**src/rtl/iobc_pkg.sv**
```systemverilog
`default_nettype none

package iobc_pkg;

  // Function codes of an input item
  localparam logic [2:0] FuncCtrlWr = 3'd0;
  localparam logic [2:0] FuncCtrlRd = 3'd1;
  localparam logic [2:0] FuncDataWr = 3'd2;
  localparam logic [2:0] FuncDataRd = 3'd3;
  localparam logic [2:0] FuncTick   = 3'd4;

  // Controller command bytes
  localparam logic [7:0] CmdCoinage = 8'h01;
  localparam logic [7:0] CmdCredit  = 8'h02;
  localparam logic [7:0] CmdSwitch  = 8'h05;

  localparam logic [2:0] CoinageArgs = 3'd4;
  localparam logic [6:0] CreditMax   = 7'd99;
  localparam int unsigned DivBaseLog = 5;   // half period = 32 << shift
  localparam int unsigned DivW       = 13;

  typedef enum logic [1:0] {
    MODE_NONE   = 2'd0,
    MODE_CREDIT = 2'd1,
    MODE_SWITCH = 2'd2
  } mode_e;

  // Request from the bridge to the coin controller for one item
  typedef struct packed {
    logic       cmd_we;
    logic       rd_en;
    logic       tick;
    logic [7:0] data;
    logic [7:0] sw_a;
    logic [7:0] sw_b;
  } ctl_req_t;

  // Two-digit BCD of a value up to 99
  function automatic logic [7:0] to_bcd(input logic [6:0] val);
    logic [3:0] tens;
    logic [6:0] ones;
    tens = 4'd0;
    for (int k = 1; k <= 9; k++) begin
      if (val >= 7'(10 * k)) begin
        tens = 4'(k);
      end
    end
    ones = val - 7'(tens) * 7'd10;
    return {tens, ones[3:0]};
  endfunction

endpackage

`default_nettype wire

```
**src/rtl/iobc_in_if.sv**
```systemverilog
`default_nettype none

interface iobc_in_if;
  logic       valid;
  logic       ready;
  logic [2:0] func;
  logic [7:0] data;
  logic [5:0] cycles;
  logic [7:0] switches_a;
  logic [7:0] switches_b;

  modport source (output valid, func, data, cycles, switches_a, switches_b, input ready);
  modport sink   (input valid, func, data, cycles, switches_a, switches_b, output ready);
endinterface

`default_nettype wire

```
**src/rtl/iobc_out_if.sv**
```systemverilog
`default_nettype none

interface iobc_out_if;
  logic       valid;
  logic       ready;
  logic [7:0] read_data;
  logic       nmi_pulse;
  logic       select_line;

  modport source (output valid, read_data, nmi_pulse, select_line, input ready);
  modport sink   (input valid, read_data, nmi_pulse, select_line, output ready);
endinterface

`default_nettype wire

```
**src/rtl/iobc_coin_ctrl.sv**
```systemverilog
`default_nettype none

module iobc_coin_ctrl (
  input  wire logic             clk_i,
  input  wire logic             rst_ni,
  input  wire iobc_pkg::ctl_req_t req_i,
  output logic [7:0]            rdata_o
);

  iobc_pkg::mode_e mode_q, mode_d;
  logic [2:0] pend_q, pend_d;
  logic [1:0] ridx_q, ridx_d;
  logic [6:0] credit_q, credit_d;
  logic [7:0] prev_q, prev_d;

  logic [7:0] inv_a, inv_b, bcd;
  logic [2:0] rose;
  logic [8:0] credit_sum;

  assign inv_a = ~req_i.sw_a;
  assign inv_b = ~req_i.sw_b;
  assign bcd   = iobc_pkg::to_bcd((credit_q > iobc_pkg::CreditMax) ?
                                  iobc_pkg::CreditMax : credit_q);
  assign rose  = req_i.sw_b[6:4] & ~prev_q[6:4];
  assign credit_sum = {2'b00, credit_q} + 9'(rose[0]) + 9'(rose[1]) + 9'(rose[2]);

  // Byte handed out for the current read position
  always_comb begin
    if (mode_q == iobc_pkg::MODE_CREDIT) begin
      case (ridx_q)
        2'd0:    rdata_o = bcd;
        2'd1:    rdata_o = inv_a;
        default: rdata_o = inv_b;
      endcase
    end else begin
      case (ridx_q)
        2'd0:    rdata_o = inv_a;
        2'd1:    rdata_o = inv_b;
        default: rdata_o = 8'hFF;
      endcase
    end
  end

  always_comb begin
    mode_d   = mode_q;
    pend_d   = pend_q;
    ridx_d   = ridx_q;
    credit_d = credit_q;
    prev_d   = prev_q;
    if (req_i.cmd_we) begin
      if (pend_q != 3'd0) begin
        pend_d = pend_q - 3'd1;  // drop coinage byte
      end else begin
        unique case (req_i.data)
          iobc_pkg::CmdCoinage: pend_d = iobc_pkg::CoinageArgs;
          iobc_pkg::CmdCredit: begin
            mode_d = iobc_pkg::MODE_CREDIT;
            ridx_d = 2'd0;
          end
          iobc_pkg::CmdSwitch: begin
            mode_d = iobc_pkg::MODE_SWITCH;
            ridx_d = 2'd0;
          end
          default: ;
        endcase
      end
    end
    if (req_i.rd_en) begin
      ridx_d = (ridx_q >= 2'd2) ? 2'd0 : ridx_q + 2'd1;
    end
    if (req_i.tick) begin
      if (mode_q == iobc_pkg::MODE_CREDIT) begin
        credit_d = (credit_sum > 9'(iobc_pkg::CreditMax)) ?
                   iobc_pkg::CreditMax : credit_sum[6:0];
      end
      prev_d = req_i.sw_b;
    end
  end

  always_ff @(posedge clk_i or negedge rst_ni) begin
    if (!rst_ni) begin
      mode_q   <= iobc_pkg::MODE_NONE;
      pend_q   <= 3'd0;
      ridx_q   <= 2'd0;
      credit_q <= 7'd0;
      prev_q   <= 8'd0;
    end else begin
      mode_q   <= mode_d;
      pend_q   <= pend_d;
      ridx_q   <= ridx_d;
      credit_q <= credit_d;
      prev_q   <= prev_d;
    end
  end

endmodule

`default_nettype wire

```
**src/rtl/io_bridge_with_coin_credit_controller_core.sv**
```systemverilog
`default_nettype none

// I/O bridge with a coin and switch controller behind it.
//
// in_i  : one item per bus access or tick (func, data, cycles, switch bytes).
//         An item is taken at a clock edge with valid and ready high.
// out_o : exactly one result item per input item, in order: read byte,
//         NMI pulse flag and the chip-select strobe level after the item.
// cfg   : cfg_we_i writes cfg_wdata_i into the sub-CPU hold bit, which
//         masks NMI pulses. Write it only while no item is in flight.
//
// An accepted item waits in the input register until the output register
// is free; then the bridge and controller logic acts on it and updates all
// state, and its result is loaded into the output register. Throughput is
// one item per cycle while the receiver does not stall; the divider takes at
// most one half-period step per tick, so no item needs a second pass. Reset
// clears all state but the payload registers and sets the hold bit. When the
// receiver stalls, the result holds in the output register and one more
// item can wait in the input register; ready drops only when both are full.
module io_bridge_with_coin_credit_controller_core (
  input  wire logic   clk_i,
  input  wire logic   rst_ni,
  iobc_in_if.sink     in_i,
  iobc_out_if.source  out_o,
  input  wire logic   cfg_we_i,
  input  wire logic   cfg_wdata_i
);

  localparam int unsigned DivW = iobc_pkg::DivW;

  // Input register
  logic       s1_v_q;
  logic [2:0] func_q;
  logic [7:0] data_q;
  logic [5:0] cycles_q;
  logic [7:0] sw_a_q;
  logic [7:0] sw_b_q;

  // Bridge state
  logic            held_q;
  logic [7:0]      ctrl_q, ctrl_d;
  logic [DivW-1:0] div_q, div_d;
  logic            phase_q, phase_d;
  logic            skip_q, skip_d;
  logic            sel_q, sel_d;

  // Output register
  logic       out_v_q;
  logic [7:0] rd_q;
  logic       nmi_q;
  logic       sel_out_q;

  logic out_free, s1_fire, in_fire;
  logic [7:0] rd_d;
  logic       nmi_d;
  logic [2:0] shift;
  logic [DivW-1:0] half, div_sum;
  logic [7:0] ctl_rdata;
  iobc_pkg::ctl_req_t ctl_req;

  assign out_free  = !out_v_q || out_o.ready;
  assign s1_fire   = s1_v_q && out_free;
  assign in_i.ready = !s1_v_q || out_free;
  assign in_fire   = in_i.valid && in_i.ready;

  assign shift   = ctrl_q[7:5];
  assign half    = DivW'(1) << (DivW'(iobc_pkg::DivBaseLog) + DivW'(shift));
  assign div_sum = div_q + DivW'(cycles_q);

  // Controller access: commands and reads are selected when bit 0 is set, bit 4 gives direction; ticks always pass
  always_comb begin
    ctl_req.cmd_we = s1_fire && (func_q == iobc_pkg::FuncDataWr) &&
                     !ctrl_q[4] && ctrl_q[0];
    ctl_req.rd_en  = s1_fire && (func_q == iobc_pkg::FuncDataRd) &&
                     ctrl_q[4] && ctrl_q[0];
    ctl_req.tick   = s1_fire && (func_q == iobc_pkg::FuncTick);
    ctl_req.data   = data_q;
    ctl_req.sw_a   = sw_a_q;
    ctl_req.sw_b   = sw_b_q;
  end

  iobc_coin_ctrl u_coin_ctrl (
    .clk_i   (clk_i),
    .rst_ni  (rst_ni),
    .req_i   (ctl_req),
    .rdata_o (ctl_rdata)
  );

  always_comb begin
    ctrl_d  = ctrl_q;
    div_d   = div_q;
    phase_d = phase_q;
    skip_d  = skip_q;
    sel_d   = sel_q;
    rd_d    = 8'h00;
    nmi_d   = 1'b0;
    if (s1_fire) begin
      case (func_q)
        iobc_pkg::FuncCtrlWr: begin
          ctrl_d  = data_q;
          div_d   = '0;
          phase_d = 1'b0;
          skip_d  = data_q[4] && (data_q[7:5] != 3'd0);
          if (data_q[7:5] == 3'd0) begin
            sel_d = 1'b0;
          end
        end
        iobc_pkg::FuncCtrlRd: rd_d = ctrl_q;
        iobc_pkg::FuncDataRd: begin
          if (ctrl_q[4]) begin
            rd_d = ctrl_q[0] ? ctl_rdata : 8'hFF;
          end
        end
        iobc_pkg::FuncTick: begin
          // Count stays below half, and cycles below the smallest half,
          // so at most one strobe edge per tick.
          if (shift != 3'd0) begin
            if (div_sum >= half) begin
              div_d   = div_sum - half;
              phase_d = !phase_q;
              if (!phase_q) begin
                sel_d = 1'b0;
              end else begin
                sel_d  = 1'b1;
                skip_d = 1'b0;
                nmi_d  = !skip_q && !held_q;
              end
            end else begin
              div_d = div_sum;
            end
          end
        end
        default: ;
      endcase
    end
  end

  always_ff @(posedge clk_i or negedge rst_ni) begin
    if (!rst_ni) begin
      s1_v_q    <= 1'b0;
      out_v_q   <= 1'b0;
      held_q    <= 1'b1;
      ctrl_q    <= 8'h00;
      div_q     <= '0;
      phase_q   <= 1'b0;
      skip_q    <= 1'b0;
      sel_q     <= 1'b0;
    end else begin
      if (cfg_we_i) begin
        held_q <= cfg_wdata_i;
      end
      if (in_i.ready) begin
        s1_v_q <= in_i.valid;
      end
      if (out_free) begin
        out_v_q <= s1_v_q;
      end
      ctrl_q  <= ctrl_d;
      div_q   <= div_d;
      phase_q <= phase_d;
      skip_q  <= skip_d;
      sel_q   <= sel_d;
    end
  end

  // Payload registers: load on handshake, hold otherwise
  always_ff @(posedge clk_i) begin
    if (in_fire) begin
      func_q   <= in_i.func;
      data_q   <= in_i.data;
      cycles_q <= in_i.cycles;
      sw_a_q   <= in_i.switches_a;
      sw_b_q   <= in_i.switches_b;
    end
    if (s1_fire) begin
      rd_q      <= rd_d;
      nmi_q     <= nmi_d;
      sel_out_q <= sel_d;
    end
  end

  assign out_o.valid       = out_v_q;
  assign out_o.read_data   = rd_q;
  assign out_o.nmi_pulse   = nmi_q;
  assign out_o.select_line = sel_out_q;

  // An NMI always comes with the strobe raised
  a_nmi_sel : assert property (@(posedge clk_i) disable iff (!rst_ni)
    out_v_q && nmi_q |-> sel_out_q)
    else $error("NMI result without select strobe");

  // Divider count stays below the half period while running
  a_div_range : assert property (@(posedge clk_i) disable iff (!rst_ni)
    (shift != 3'd0) |-> (div_q < half))
    else $error("divider count out of range");

  // An empty output register never blocks the input side
  a_ready : assert property (@(posedge clk_i) disable iff (!rst_ni)
    !out_v_q |-> in_i.ready)
    else $error("input stalled with empty output register");

  // A control write that stops the divider drops the select line
  a_sel_clear : assert property (@(posedge clk_i) disable iff (!rst_ni)
    s1_fire && (func_q == iobc_pkg::FuncCtrlWr) && (data_q[7:5] == 3'd0)
    |=> !sel_q && (div_q == '0))
    else $error("select not cleared by control write");

endmodule

`default_nettype wire
```
**src/flat_wrapper.sv**
```systemverilog
// flat-port wrapper written by rule: the top's interface ports become plain ports
module io_bridge_with_coin_credit_controller_core_flat 
  (clk_i, rst_ni, cfg_we_i, cfg_wdata_i, in_i_valid, in_i_func, in_i_data, in_i_cycles, in_i_switches_a, in_i_switches_b, in_i_ready, out_o_valid, out_o_read_data, out_o_nmi_pulse, out_o_select_line, out_o_ready);
  iobc_in_if in_i_i ();
  iobc_out_if out_o_i ();
  input  wire logic clk_i;
  input  wire logic rst_ni;
  input  wire logic cfg_we_i;
  input  wire logic cfg_wdata_i;
  input wire logic [$bits(in_i_i.valid)-1:0] in_i_valid;
  input wire logic [$bits(in_i_i.func)-1:0] in_i_func;
  input wire logic [$bits(in_i_i.data)-1:0] in_i_data;
  input wire logic [$bits(in_i_i.cycles)-1:0] in_i_cycles;
  input wire logic [$bits(in_i_i.switches_a)-1:0] in_i_switches_a;
  input wire logic [$bits(in_i_i.switches_b)-1:0] in_i_switches_b;
  output wire logic [$bits(in_i_i.ready)-1:0] in_i_ready;
  output wire logic [$bits(out_o_i.valid)-1:0] out_o_valid;
  output wire logic [$bits(out_o_i.read_data)-1:0] out_o_read_data;
  output wire logic [$bits(out_o_i.nmi_pulse)-1:0] out_o_nmi_pulse;
  output wire logic [$bits(out_o_i.select_line)-1:0] out_o_select_line;
  input wire logic [$bits(out_o_i.ready)-1:0] out_o_ready;
  assign in_i_i.valid = in_i_valid;
  assign in_i_i.func = in_i_func;
  assign in_i_i.data = in_i_data;
  assign in_i_i.cycles = in_i_cycles;
  assign in_i_i.switches_a = in_i_switches_a;
  assign in_i_i.switches_b = in_i_switches_b;
  assign in_i_ready = in_i_i.ready;
  assign out_o_valid = out_o_i.valid;
  assign out_o_read_data = out_o_i.read_data;
  assign out_o_nmi_pulse = out_o_i.nmi_pulse;
  assign out_o_select_line = out_o_i.select_line;
  assign out_o_i.ready = out_o_ready;
  io_bridge_with_coin_credit_controller_core u_core (.clk_i(clk_i), .rst_ni(rst_ni), .in_i(in_i_i), .out_o(out_o_i), .cfg_we_i(cfg_we_i), .cfg_wdata_i(cfg_wdata_i));
endmodule
```
**config.mk**
```make
export PLATFORM = sky130hd
export DESIGN_NAME = io_bridge_with_coin_credit_controller_core_flat
export DESIGN_NICKNAME = d
export VERILOG_FILES = /design/src/rtl/iobc_pkg.sv /design/src/rtl/iobc_in_if.sv /design/src/rtl/iobc_out_if.sv /design/src/rtl/iobc_coin_ctrl.sv /design/src/rtl/io_bridge_with_coin_credit_controller_core.sv /design/src/flat_wrapper.sv
export SDC_FILE = /design/constraint.sdc
export NUM_CORES = 1
export LEC_CHECK = 0
export ABC_CLOCK_PERIOD_IN_PS = 4900
export BUFFER_PORTS_ARGS = -buffer_cell sky130_fd_sc_hd__buf_4
export CORE_ASPECT_RATIO = 1.75
export CORE_MARGIN = 5
export CORE_UTILIZATION = 55
export CTS_BUF_LIST = sky130_fd_sc_hd__clkbuf_16
export CTS_CLUSTER_SIZE = 28
export DETAILED_ROUTE_END_ITERATION = 6
export PLACE_DENSITY = 0.86
export REMOVE_ABC_BUFFERS = 1
export SETUP_SLACK_MARGIN = 0.5
export SKIP_LAST_GASP = 1
export SYNTH_ARGS = -nofsm -noshare
export SYNTH_HDL_FRONTEND = slang
export SYNTH_SLANG_ARGS = --single-unit
export TNS_END_PERCENT = 50
```
**constraint.sdc**
```tcl
create_clock -name clk_i -period 4.9 [get_ports clk_i]
set_input_delay 0.49 -clock clk_i [delete_from_list [all_inputs] [get_ports clk_i]]
set_output_delay 0.49 -clock clk_i [all_outputs]
set_load 0.05 [all_outputs]
```
==> qor.txt, run 1 <==
Async set-or-reset flop fraction in the synthesized netlist: 50.6%
Final WS setup: 0.678 ns
Synth Area in Adders: 7.26%
DRC Markers: 0
Tcrit/Tclk final: 86.2%
Int Pwr: 1.99 mW
Fin Setup TNS: 0 ns
Post-Synthesis Cell Area: 5480 µm²
Design area: 6240 µm²
Cells after synthesis: 570
Initial antenna violation count: 0
Iter 0 DRT Violations: 267
Sw Ratio: 43.0%
Nets@finish: 676
P per Cell Area: 559 nW/µm²
Hold WS: 0.146 ns
CP required: 5.08 ns
Worst path arrival time: 4.40 ns
Top-count cell post-synth: nand2_1
Largest net degree at the start of global routing: 45
Clock share of power: 19.3%
RSZ-0062 raised after global routing: true
Final Max Slew Viols: 0
Worst slew pin tran: 1.06 ns
R2R depth: 15
#FFs+latches synth: 87
Simple-Gate Fraction of Synth Area: 19.5%
RePlAce Congestion: 0.949
Synth Area per Inst: 9.62 µm²
Status: finished, final reports clean
Setup bufs post-CTS: 0
Vias: 4,626
Largest fanout on the critical path: 10
Fillers: 796
Setup violators final: 0
Post-synthesis xor/xnor area fraction: 2.88%
Post-synthesis compound-gate area fraction: 17.3%
WL per Instance: 18.6 µm
Core box area: 9790 µm²
Final Hold Vio Count: 0
Netlist cell types: 70
Comb pwr share: 51.1%
First-pass GRT wire length: 22,600 µm
Max Freq: 237 MHz
Die Y: 142 µm
Routed Antenna Nets: 0
Worst skew pair latency: 0.35 ns
R2R Path End: u_core.out_o.select_line$_DFFE_PP_
Largest family of logic cells by synthesized area: simple AND/OR/NAND/NOR gates
Root buffer cell: clkbuf_16
Clk buf depth: 2
Peak supply drop: 0.457 mV
Critical R2R Launch: u_core.div_q[0]$_DFFE_PN0P_
Max Cap Viol: 0
Mux cell area share after synthesis: 5.27%
Crit Path Class: reg2reg
# diodes: 0
Post-Route WL: 13,700 µm
Die area: 12,100 µm²
Switch Pwr: 1.50 mW
Static Leak: 2.60 nW
Register-to-register setup slack: 0.68 ns
Post-Route Skew: 0.0102 ns
Hold WC Path Type: in2async
Sequential power share: 29.7%
Min Tclk post-route: 4.22 ns
Layout cell share with drive strength beyond 1: 16.1%
Total GRT Usage: 23.6%
Ys Warns: 0
Sequential-to-total area share from yosys stat: 43.7%
Area Growth Syn to Fin: 13.9%
Primary FF master, synth: edfxtp_1
Critical Path Start Type: flop
Starting density of the core: 56.0%
Die width: 85.5 µm
First-pass DRT Iterations: 6
Htree depth: 3
Top post-synthesis cells by count: nand2_1 (64), dfrtp_1 (43), edfxtp_1 (43)
DP Wirelength: 10,300 µm
CTS buffer count: 9
Vias in the first global route: 4,784
I/O Pins: 51
Max-slew headroom: 28.6%
Post-Place Cell Area: 5930 µm²
CP Capture Type: flop
Main area contributors after synthesis: edfxtp_1 (24%), dfrtp_1 (20%), ha_1 (5.2%)
Rows: 48
Clock slew at reported path FFs: 0.07 ns
EDFF count, synth: 43
Share of the synthesized area in the top cell type: 23.6%
Pre-CTS setup slack: 0.510 ns
Total clock sinks: 87
DR vias/cell: 6.26
PortBufs: 50
Overflow left after global routing: 0
Synth area leader: edfxtp_1
TritonCTS clock tree: yes
==> registers in the layout, indices dropped and copies added (netlist names) <==
register	cells
u_core.ctrl_q	8
u_core.cycles_q	6
u_core.data_q	8
u_core.div_q	13
u_core.func_q	3
u_core.held_q	1
u_core.out_o.nmi_pulse	1
u_core.out_o.read_data	8
u_core.out_o.select_line	1
u_core.out_o.valid	1
u_core.phase_q	1
u_core.s1_v_q	1
u_core.sel_q	1
u_core.skip_q	1
u_core.sw_a_q	8
u_core.sw_b_q	8
u_core.u_coin_ctrl.credit_q	7
u_core.u_coin_ctrl.mode_q	2
u_core.u_coin_ctrl.pend_q	3
u_core.u_coin_ctrl.prev_q	3
u_core.u_coin_ctrl.ridx_q	2
==> final cells by class <==
class                      instances  area (µm²)  area share [%]
timing repair buffer              54         405            6.49
tap                              125         156            2.51
inverter                          25        93.8            1.50
clock inverter                     6        48.8           0.782
multi-input combinational        432        2890            46.4
clock buffer                      10         250            4.01
sequential                        87        2390            38.3
==> critical path, stage by stage, from the launching register on <==
cell,delay (ns)
dfrtp_1,0.40
ha_1,0.24
fa_1,0.45
a211oi_2,0.24
o21bai_1,0.10
a21oi_1,0.24
nor3_1,0.08
or2_2,0.28
ha_1,0.40
and3_1,0.21
a221o_1,0.29
a311o_1,0.36
nor2_2,0.24
buf_4,0.22
o31ai_1,0.07
a31oi_1,0.23
==> per-stage QoR <==
stage                     instances  util (%)  total power [mW]
after detailed placement        723      60.6              2.76
after global placement          723      60.6              2.69
after global routing            739      63.8              3.72
final                           739      63.8              3.49
after CTS                       739      63.7              3.44
after floorplan                 544         -              2.27
==> cells in the final DEF (no fill, tap or decap), drive strengths merged, types with 4 or more instances in the layout <==
cell type	netlist	final
and2	7	7
a311oi	6	6
buf	4	54
mux2	15	15
a221o	4	4
mux2i	12	12
a21o	5	5
o21bai	4	4
or2	5	5
nor2b	9	9
and3	8	8
dfrtp	43	43
ha	23	23
conb	2	6
a21oi	32	32
nand2b	10	10
o21ai	26	26
edfxtp	43	43
nor4	7	7
inv	25	27
clkbuf	26	10
fa	5	5
nand2	64	64
xnor2	12	12
nand4	11	11
o21a	5	5
o22ai	4	4
nor3	10	10
o31ai	4	4
nand3	22	22
a211oi	7	7
nor2	40	40
xor2	6	6
nand3b	5	5
a31oi	10	10
==> how the worst max path moves through the flow <==
stage | from | to | cells past startpoint
2_1_floorplan | u_core.div_q[0]$_DFFE_PN0P_ | u_core.div_q[11]$_DFFE_PN0P_ | 14
3_3_place_gp | u_core.div_q[0]$_DFFE_PN0P_ | u_core.div_q[11]$_DFFE_PN0P_ | 14
3_5_place_dp | u_core.div_q[0]$_DFFE_PN0P_ | u_core.div_q[11]$_DFFE_PN0P_ | 14
4_1_cts | u_core.div_q[0]$_DFFE_PN0P_ | u_core.div_q[11]$_DFFE_PN0P_ | 14
5_1_grt | u_core.div_q[0]$_DFFE_PN0P_ | u_core.out_o.select_line$_DFFE_PP_ | 15
6_report | u_core.div_q[0]$_DFFE_PN0P_ | u_core.out_o.select_line$_DFFE_PP_ | 15
==> power groups by stage <==
stage | logic (mW) | registers, mW | clock network (mW)
after detailed placement | 1.71 | 1.04 | 0
after global placement | 1.65 | 1.04 | 0
after global routing | 1.95 | 1.05 | 0.712
after CTS | 1.73 | 1.03 | 0.683
final | 1.78 | 1.03 | 0.672
after floorplan | 1.24 | 1.03 | 0
==> timing repair <==
action / in CTS / in global routing
gates resized for setup: 1 / 3
endpoints found under the setup margin: 1 / 13
hold buffers: 0 / 0
==> logic make-up (layout without fill, tap and decap cells) <==
| group | after synthesis | after routing |
|---|---|---|
| xor gates and xnor gates | 18 | 18 |
| AOI/OAI and AO/OA | 139 | 139 |
| muxes | 27 | 27 |
| adders and majority gates | 29 | 29 |
| DFF | 87 | 87 |
| buffers and inverters | 55 | 95 |
| other | 2 | 6 |
| and+or+nand+nor | 213 | 213 |
==> per-layer routing <==
metal,global-route usage [%],part of all wire [%],vias to the layer above
li1,-,-,2187
met1,25.0,36,2231
met2,43.8,55,160
met3,3.82,4.1,48
met4,13.0,4.2,0
met5,0,0,-
Note: power is estimated with default switching activity, not from simulation.
==> run 2, diff against run 1 <==
--- a/config.mk
+++ b/config.mk
@@ -19,5 +19,6 @@
 export SKIP_LAST_GASP = 1
 export SYNTH_ARGS = -nofsm -noshare
 export SYNTH_HDL_FRONTEND = slang
+export SYNTH_HIERARCHICAL = 1
 export SYNTH_SLANG_ARGS = --single-unit
 export TNS_END_PERCENT = 50
==> run 2 against run 1 <==
  * Routed wire length grew 3.5%
  * Final area is 3.9% higher
  * First-iteration DRC count down 6.4%
  * Utilization decreased by 0.77 points
  * Synthesized cell count is 5.8% higher
  * Critical endpoint is now u_core/div_q[12]$_DFFE_PN0P_
==> qor.txt, run 2 <==
Area Growth Syn to Fin: 12.4%
Largest fanout on the critical path: 7
Primary FF master, synth: edfxtp_1
Comb pwr share: 50.7%
Total GRT Usage: 23.8%
Layout cell share with drive strength beyond 1: 15.8%
DP Wirelength: 10,500 µm
Worst Setup SP: u_core/cycles_q[0]$_DFFE_PP_
P per Cell Area: 541 nW/µm²
CP delay by family, top: compound AO/OA/AOI/OAI gates
Post-Synthesis Cell Area: 5770 µm²
Max-slew headroom: 41.9%
Overflow left after global routing: 0
Die Y: 146 µm
CP required: 5.14 ns
Routed Antenna Nets: 0
Worst slew pin tran: 0.865 ns
Vias in the first global route: 5,043
Clock share of power: 20.0%
DRC Markers: 0
WL per Instance: 18.4 µm
Post-Route Skew: 0.00809 ns
Register with the most flip-flops: u_core/div_q
Clk buf depth: 2
CTS buffer count: 9
# diodes: 0
Vias: 4,756
Critical R2R Launch: u_core/cycles_q[0]$_DFFE_PP_
Max stage delay on crit path: 0.54 ns
Die area: 12,700 µm²
Htree depth: 3
Top post-synthesis cells by count: nand2_1 (62), nor2_1 (48), dfrtp_1 (43), edfxtp_1 (43), o21ai_0 (38)
Iter 0 DRT Violations: 250
Nets@finish: 706
Register-to-register setup slack: 0.72 ns
Root buffer cell: clkbuf_16
Sequential-to-total area share from yosys stat: 41.5%
CTS Hold Bufs: 0
R2R Path End: u_core/div_q[12]$_DFFE_PN0P_
Rows: 49
Largest net degree at the start of global routing: 45
First-pass DRT Iterations: 7
Netlist cell types: 76
RSZ-0062 raised after global routing: false
Top-count cell post-synth: nand2_1
CP Cell Sequence: ha_1 -> inv_1 -> fa_1 -> nor2b_1 -> o31a_1 -> o31ai_2 -> nor2_1 -> xor2_1 -> ha_1 -> nand4_1 -> a21oi_1 -> a21boi_0 -> nor4b_1 -> a211o_1 -> mux2_4 -> a22o_1
Max Cap Viol: 0
#FFs+latches synth: 87
EDFF count, synth: 43
Initial antenna violation count: 0
Peak supply drop: 0.498 mV
PortBufs: 50
First-pass GRT wire length: 23,900 µm
Most frequent cells in the layout: nand2_1 (62), buf_4 (53), nor2_1 (48)
Worst skew pair latency: 0.35 ns
Post-Route WL: 14,200 µm
Die width: 87.4 µm
Post-CTS resize count: 0
Setup violators final: 0
Worst path arrival time: 4.41 ns
Max Freq: 239 MHz
Starting density of the core: 56.0%
Setup bufs post-CTS: 0
Fillers: 870
Final Hold Vio Count: 0
Static Leak: 2.65 nW
TritonCTS clock tree: yes
Most common cell after layout, fill and taps aside: nand2_1
Synth area leader: edfxtp_1
Sequential power share: 29.3%
RePlAce Congestion: 0.973
Status: finished, final reports clean
Clock slew at reported path FFs: 0.07 ns
Fin Setup TNS: 0 ns
Synth Area per Inst: 9.57 µm²
Total clock sinks: 87
Main area contributors after synthesis: edfxtp_1 (22%), dfrtp_1 (19%), ha_1 (5.2%)
Core box area: 10,300 µm²
Async set-or-reset flop fraction in the synthesized netlist: 50.6%
Ys Warns: 6
Final design utilization: 63.0%
Post-Place Cell Area: 6190 µm²
Tcrit/Tclk final: 85.3%
Min Tclk post-route: 4.18 ns
Cells after synthesis: 603
Critical path's most frequent cell: ha_1
Max reg flops: 13
Hold WS: 0.138 ns
R2R depth: 16
Crit Path Class: reg2reg
Switch Pwr: 1.45 mW
I/O Pins: 51
Critical Path Start Type: flop
Share of the synthesized area in the top cell type: 22.4%
Slowest cell on crit path: o31ai_2
Int Pwr: 2.06 mW
Design area: 6490 µm²
Buf+Inv Stages, Crit Path: 1
Final Max Slew Viols: 0
Sw Ratio: 41.3%
CP Capture Type: flop
DR vias/cell: 6.17
Hold WC Path Type: in2async
## run 2: cell types whose count changed after synthesis, sizes merged, moves of 6 or more
cell	delta
nand3	-9
o21ai	+13
nor2b	+10
nor3	+8
nor2	+9
xnor2	+11
buf	+9
nand4	-6
clkbuf	-7
## run 2: kinds of logic (layout without fill, tap and decap cells)
kind of cell	after synthesis	count (layout)	share of synthesized area (%)
AO/OA/AOI/OAI	151	151	18.3
XOR/XNOR	27	27	4.10
adder cells (fa/ha/maj)	29	29	6.76
buffers and inverters	55	92	4.25
flip-flops	87	87	41.5
multiplexers	28	28	5.33
other	2	6	0.130
AND/OR/NAND/NOR	224	224	19.7
## run 2: area by class of cell
cell class              instances  area (µm²)  area share (%)
clock buffers                   9         225            3.47
clock inverters                 7        77.6            1.20
inverters                      23        86.3            1.33
multi-input cells             465        3150            48.5
flip-flops and latches         87        2390            36.9
well taps                     127         159            2.45
repair buffers                 53         398            6.13
## run 2: worst max-delay path by stage
stage	slack (ns)	cells after the start	end
floorplan	1.10	15	u_core/div_q[12]$_DFFE_PN0P_
global placement	1.01	15	u_core/div_q[12]$_DFFE_PN0P_
detailed placement	0.80	16	u_core/div_q[12]$_DFFE_PN0P_
CTS	0.79	16	u_core/div_q[12]$_DFFE_PN0P_
global route	0.54	16	u_core/div_q[12]$_DFFE_PN0P_
finish	0.72	16	u_core/div_q[12]$_DFFE_PN0P_
## run 2: metrics by stage
step	setup slack, ns	power [mW]	instances
floorplan	1.10	2.34	575
global placement	1.01	2.72	755
detailed placement	0.802	2.78	755
CTS	0.786	3.49	771
global route	0.542	3.73	771
finish	0.721	3.51	771
## run 2: routing by layer
| metal | share of wire [%] | global-route usage (%) |
|---|---|---|
| met2 | 55 | 42.7 |
| met5 | 0 | 0 |
| met1 | 36 | 25.7 |
| met4 | 4.5 | 12.6 |
| met3 | 4.5 | 4.25 |
## run 2: power by group through the flow
stage	Sequential, mW	Combinational, mW	Clock, mW
detailed placement	1.03	1.74	0
global placement	1.03	1.69	0
finish	1.03	1.78	0.701
CTS	1.02	1.76	0.715
floorplan	1.03	1.32	0
global route	1.04	1.93	0.748
